[src/sf3_pkg.sv]
package sf3_pkg;

	// Sizes
	localparam int MAX_WIDTH  = 1024;
	localparam int MAX_HEIGHT = 1024;
	localparam int COL_W      = $clog2(MAX_WIDTH);
	localparam int ROW_W      = 10;
	localparam int DIM_W      = 11;
	localparam int CMP_W      = (COL_W + 1 > DIM_W) ? COL_W + 1 : DIM_W;
	localparam int SAMP_W     = 16;
	localparam int TAP_W      = 16;
	localparam int FILT_W     = 20;
	localparam int POS_W      = 10;
	localparam int ACC_W      = 36;
	localparam int OUT_DATA_W = 40;
	localparam int QDEPTH     = 2;
	localparam int QPTR_W     = (QDEPTH > 1) ? $clog2(QDEPTH) : 1;
	localparam int QCNT_W     = $clog2(QDEPTH + 1);

	// Register indexes
	localparam int CFG_IDX_W = 3;
	localparam logic [CFG_IDX_W-1:0] REG_FRAME_WIDTH  = 3'd0;
	localparam logic [CFG_IDX_W-1:0] REG_FRAME_HEIGHT = 3'd1;
	localparam logic [CFG_IDX_W-1:0] REG_VERT_TAP_0   = 3'd2;
	localparam logic [CFG_IDX_W-1:0] REG_VERT_TAP_1   = 3'd3;
	localparam logic [CFG_IDX_W-1:0] REG_VERT_TAP_2   = 3'd4;
	localparam logic [CFG_IDX_W-1:0] REG_HORIZ_TAP_0  = 3'd5;
	localparam logic [CFG_IDX_W-1:0] REG_HORIZ_TAP_1  = 3'd6;
	localparam logic [CFG_IDX_W-1:0] REG_HORIZ_TAP_2  = 3'd7;

	// Reset values
	localparam logic [DIM_W-1:0] RST_DIM      = 11'd256;
	localparam logic [TAP_W-1:0] RST_TAP_SIDE = 16'd2731;
	localparam logic [TAP_W-1:0] RST_TAP_MID  = 16'd5461;

	// Effective frame size, already clamped
	typedef struct packed {
		logic [CMP_W-1:0] width;
		logic [CMP_W-1:0] height;
	} dims_t;

	typedef struct packed {
		logic [2:0][TAP_W-1:0] vtap;
		logic [2:0][TAP_W-1:0] htap;
	} taps_t;

	// One output pixel to compute: mirrored 3x3 neighborhood, row-major
	typedef struct packed {
		logic [8:0][SAMP_W-1:0] pix;
		logic [POS_W-1:0]       row;
		logic [POS_W-1:0]       col;
		logic                   last;
	} job_t;

endpackage

[src/sf3_queue.sv]
module sf3_queue (
	input  logic          clk,
	input  logic          arst_n,
	input  logic          push,
	input  sf3_pkg::job_t wr_job,
	output logic          full,
	input  logic          pop,
	output sf3_pkg::job_t head,
	output logic          empty
);

	localparam int PW = sf3_pkg::QPTR_W;
	localparam int NW = sf3_pkg::QCNT_W;

	sf3_pkg::job_t slot_q [sf3_pkg::QDEPTH];
	logic [PW-1:0] wp_q, rp_q;
	logic [NW-1:0] cnt_q;

	assign full  = (cnt_q == NW'(sf3_pkg::QDEPTH));
	assign empty = (cnt_q == '0);
	assign head  = slot_q[rp_q];

	// Storage
	always_ff @(posedge clk) begin
		if (push) begin
			slot_q[wp_q] <= wr_job;
		end
	end

	// Pointers and fill count
	always_ff @(posedge clk or negedge arst_n) begin
		if (!arst_n) begin
			wp_q  <= '0;
			rp_q  <= '0;
			cnt_q <= '0;
		end else begin
			if (push) begin
				wp_q <= (wp_q == PW'(sf3_pkg::QDEPTH - 1)) ? '0 : wp_q + PW'(1);
			end
			if (pop) begin
				rp_q <= (rp_q == PW'(sf3_pkg::QDEPTH - 1)) ? '0 : rp_q + PW'(1);
			end
			if (push && !pop) begin
				cnt_q <= cnt_q + NW'(1);
			end else if (pop && !push) begin
				cnt_q <= cnt_q - NW'(1);
			end
		end
	end

endmodule

[config.mk]
export PLATFORM = sky130hd
export DESIGN_NAME = sf3_queue
export DESIGN_NICKNAME = d
export VERILOG_FILES = /design/src/sf3_pkg.sv /design/src/sf3_queue.sv
export SDC_FILE = /design/constraint.sdc
export NUM_CORES = 1
export LEC_CHECK = 0
export BUFFER_PORTS_ARGS = -buffer_cell sky130_fd_sc_hd__buf_2
export CAP_MARGIN = 10
export CORE_MARGIN = 3
export CORE_UTILIZATION = 45
export CTS_CLUSTER_SIZE = 10
export DETAILED_ROUTE_END_ITERATION = 6
export PLACE_DENSITY = 0.8
export SLEW_MARGIN = 20
export SYNTH_ARGS = -nofsm -noshare
export SYNTH_HDL_FRONTEND = slang
export SYNTH_SLANG_ARGS = --single-unit
[constraint.sdc]
create_clock -name clk -period 15.5 [get_ports clk]
set_input_delay 2.325 -clock clk [delete_from_list [all_inputs] [get_ports clk]]
set_output_delay 2.325 -clock clk [all_outputs]
set_load 0.02 [all_outputs]
-- Word level (Yosys, flattened, before mapping)
Memories as Yosys holds them, arrays and structs flattened.
Index checks and enable logic that the tools add are counted.
- memory bits (writable): 330
- word-level logic and storage cells: 21
- output and inout port bits: 167
- memories: 1
- bits of input ports: 169
- flip-flop bits (word level): 4
- memory list (memory ; depth ; width ; read ports ; clocked after memory_dff ; write ports ; RTL line ; source):
    slot_q ; 2 ; 165 ; 1 ; 0 ; 1 ; sf3_queue.sv:15 ; sf3_pkg::job_t slot_q [sf3_pkg::QDEPTH];
- reductions and logical operators: 6
- muxes and demuxes: 6
- equal/unequal tests: 1
- add/subtract/negate cells: 4
- operators by type and width (kind ; number):
    2-to-1 mux 1 bit ; 4
    2-to-1 mux 2 bit ; 2
    adder 1 bit, second input constant ; 2
    adder 2 x 1 -> 2 bit, second input constant ; 1
    == test 2 bit, second input constant ; 1
    logical AND 1 bit ; 2
    zero test 1 bit ; 2
    zero test 2 bit ; 1
    nonzero test 2 bit ; 1
    subtractor 2 x 1 -> 2 bit, second input constant ; 1

-- Depth between registers and ports, before layout
- depth in word-level cells: 4
- gate-level depth with buffers: 5
- depth with buffers taken out: 5

-- Least setup slack after synthesis
No wires, ideal clock.
- kind: input to register
- start point: input push
- end point: memory slot_q[0][0] in the netlist's numbering, enable pin
- required time: 14.788 ns
- setup time: 0.712 ns
- data arrival time: 9.454 ns
- path buffers: 0
- path slack: 5.335 ns
- stages: 1
- cells stage by stage: nor2b_1
- word-level cells in the longest chain between the ends: 2
- ends and longest elaborated chain (element ; RTL line ; source):
    start: declaration ; sf3_queue.sv:4 ; input logic push,
    2-to-1 mux 1 bit ; sf3_queue.sv:25 ; if (push) begin
    2-to-1 mux 1 bit (not written as such) ; sf3_queue.sv:26 ; slot_q[wp_q] <= wr_job;
    end: declaration ; sf3_queue.sv:15 ;
Every way passes these cells.

==> summary.md <==
| Metric | Value |
|---|---|
| Status | `completed` |
| Register area share after synthesis | `82.5%` |
| Hold Crit Class | `reg2reg` |
| Hold Fails Final Rpt | `0` |
| RSZ-0062 raised after global routing | `no` |
| Area Overhead vs Synth | `25.2%` |
| Top cell type by total area after synthesis | `edfxtp_1` |
| Worst Setup Path Type | `reg2out` |
| Final Non-Filler Cells | `about 1,200` |
| Mapped Cells | `529` |
| Synthesis Warnings | `0` |
| H-tree levels | `2` |
| Global placement routability congestion | `0.739` |
| Root Buffer | `clkbuf_16` |
| Gr usage total | `15.7%` |
| Ports | `336` |
| Reg2reg end | `slot_q[0][35]` |
| Initial antenna violation count | `4` |
| Hold path depth | `1` |
| Pin count of the biggest net entering global routing | `80` |
| Routed Antenna Nets | `0` |
| Fmax | `between 0.15 and 0.2 GHz` |
| CTS tree | `done` |
| Routed WL | `24,000 microns` |
| Hold buffer count at cts | `0` |
| Worst r2r path cells | `2` |
| Ranking of synthesized cells by area | `edfxtp_1 82%, mux2_2 15%, buf_6 1.3%` |
| Post-cts resize count | `0` |
| Pre-antenna DRT Iters | `4` |
| Top delay family on crit path | `buffers and inverters` |
| Pwr/cell area | `~190 nW/um^2` |
| Clock Path Buffers | `3` |
| VDD IR max | `149 uV` |
| FF-to-FF Start | `wp_q` |
| Final worst path period share | `32.5%` |
| Mapped Nets | `~700` |
| Post-synth top area share | `81.6%` |
| # clock sinks | `334` |
| HPWL Detailed | `about 16,000 microns` |
| DR vias/cell | `4.96` |
| Initial Util | `46.2%` |
| Vias | `6,173` |
| Core Region | `26,300 sq um` |
| Setup TNS | `0 ns` |
| Worst Path Max Fanout | `76` |
| Hold Crit Endpoint | `cnt_q[1]` |
| Critical path required time | `13.18 ns` |
| Hold path startpoint | `cnt_q[1]` |
| GR Overflow Total | `0` |
| Clock-pin slew on the worst setup and hold paths | `0.05 ns` |
| Worst reg2reg setup slack | `13.38 ns` |
| Slowest-stage cell, CP | `buf_4` |
| Pins Over Slew Limit | `0` |
| Synth top cells by count | `330 x edfxtp_1, 165 x mux2_2, 14 x buf_6, 4 x dfrtp_1, 4 x xor2_1` |
| Max cap viols | `0` |
| Row Count | `59` |
| CP startpoint kind | `flop` |
| Setup ws final | `10.46 ns` |
| Post-CTS setup buffer count | `0` |
| FF+latch count, synth | `~330` |
| Crit path largest cell delay | `0.78 ns` |
| Wire per inst | `between 15 and 20 microns` |
| CTS Buf Count | `39` |
| Worst setup slack after placement | `10.99 ns` |
| Fin crit period | `5.04 ns` |
| Post-synth ARST share | `1.20%` |
| EDFF count, synth | `330` |
| CP Cell Sequence | `buf_4 > mux2_2 > buf_2` |
| Most used DFF post-synth | `edfxtp_1` |
| Actual slew at the worst max-slew pin | `1.07 ns` |
| Final setup viols | `0` |
| Clk_lat worst skew | `0.51 ns` |
| IO buf count | `335` |
| CP arrival | `2.72 ns` |
| CP Capture Type | `output port` |
| First-pass GRT wire length | `35,300 microns` |
| Vias in the first global route | `6,538` |
| Initial DRC count | `421` |
| Final net count | `1,063` |
| DRC Markers | `0` |
| Placed cells | `1,187` |
| Top-count cell post-synth | `edfxtp_1` |
| Worst slew margin | `roughly 29%` |
| Syn_area_per_cell | `around 23 sq um` |
| Die width | `around 170 microns` |
| Share of cells above drive strength 1 | `60.9%` |
| Pwr Total | `2.93 mW` |
| WP buf/inv | `2` |
| Cell Area, Synth | `12,100 sq um` |
| Fillcell total | `2,006` |
| Yosys cell types | `13` |
| Die Y | `170 microns` |
| Leakage power | `between 5 and 6 nW` |
| Die area | `29,000 sq um` |
| Clock Skew | `0.0236 ns` |
==> through the flow <==
step,cell area (sq um),hold slack (ns),utilization (%)
2_1_floorplan,12100,0.455,-
3_3_place_gp,14100,0.487,53.7
3_5_place_dp,14100,0.490,53.7
4_1_cts,15200,0.504,57.8
5_1_grt,15200,0.540,57.8
6_report,15200,0.496,57.8
==> layout make-up <==
class | count | area [sq um] | area share [%]
Inverter | 1 | 3.75 | 0.0247
Multi-Input combinational cell | 176 | 1950 | 12.8
Antenna cell | 4 | 10.0 | 0.0659
Tap cell | 335 | 419 | 2.76
Timing Repair Buffer | 341 | 1720 | 11.3
Clock inverter | 1 | 5.00 | 0.0329
Clock buffer | 52 | 1070 | 7.03
Sequential cell | 334 | 10000 | 65.9
==> per-layer routing <==
| metal | global-route usage (%) | wire length (microns) |
|---|---|---|
| met5 | 0 | 28 |
| met4 | 5.19 | 650 |
| met3 | 5.13 | 1940 |
| met2 | 28.1 | 12500 |
| met1 | 17.9 | 8850 |
==> logic make-up (layout without fill, tap and decap cells) <==
family	count (synthesis)	after routing	synth area share (%)
flip-flops	334	334	82.5
multiplexers	165	165	15.3
buffers and inverters	19	395	1.54
XOR/XNOR	5	5	0.361
AND/OR/NAND/NOR	5	5	0.217
adder cells (fa/ha/maj)	1	1	0.103
other	0	4	0
==> how the worst max path moves through the flow <==
stage,to,slack [ns],cells past startpoint,start
floorplan,slot_q[0][0],5.33,1,push
global placement,head[101],11.00,3,rp_q
detailed placement,head[112],10.99,3,rp_q
CTS,head[111],10.43,3,rp_q
global route,head[106],10.29,3,rp_q
finish,head[106],10.46,3,rp_q
==> placed cells by master (no fill, tap or decap) <==
master,n
and2_4,1
buf_2,335
buf_4,6
clkbuf_1,11
clkbuf_16,41
clkinv_2,1
dfrtp_1,3
dfrtp_4,1
diode_2,4
edfxtp_1,330
ha_1,1
inv_1,1
mux2_2,165
nor2_1,2
nor2b_1,1
nor2b_4,1
xnor2_1,1
xor2_1,4
==> registers in the layout (all words and copies together), names as in the netlist <==
signal / flops
rp_q: 1
slot_q: 330
wp_q: 1
cnt_q: 2
==> report_power, final <==
group          total [mW]  switching [mW]  internal, mW
logic               0.888           0.546         0.343
registers            1.26          0.0549          1.20
clock network       0.780           0.308         0.473
(Power assumes the default switching activity.)
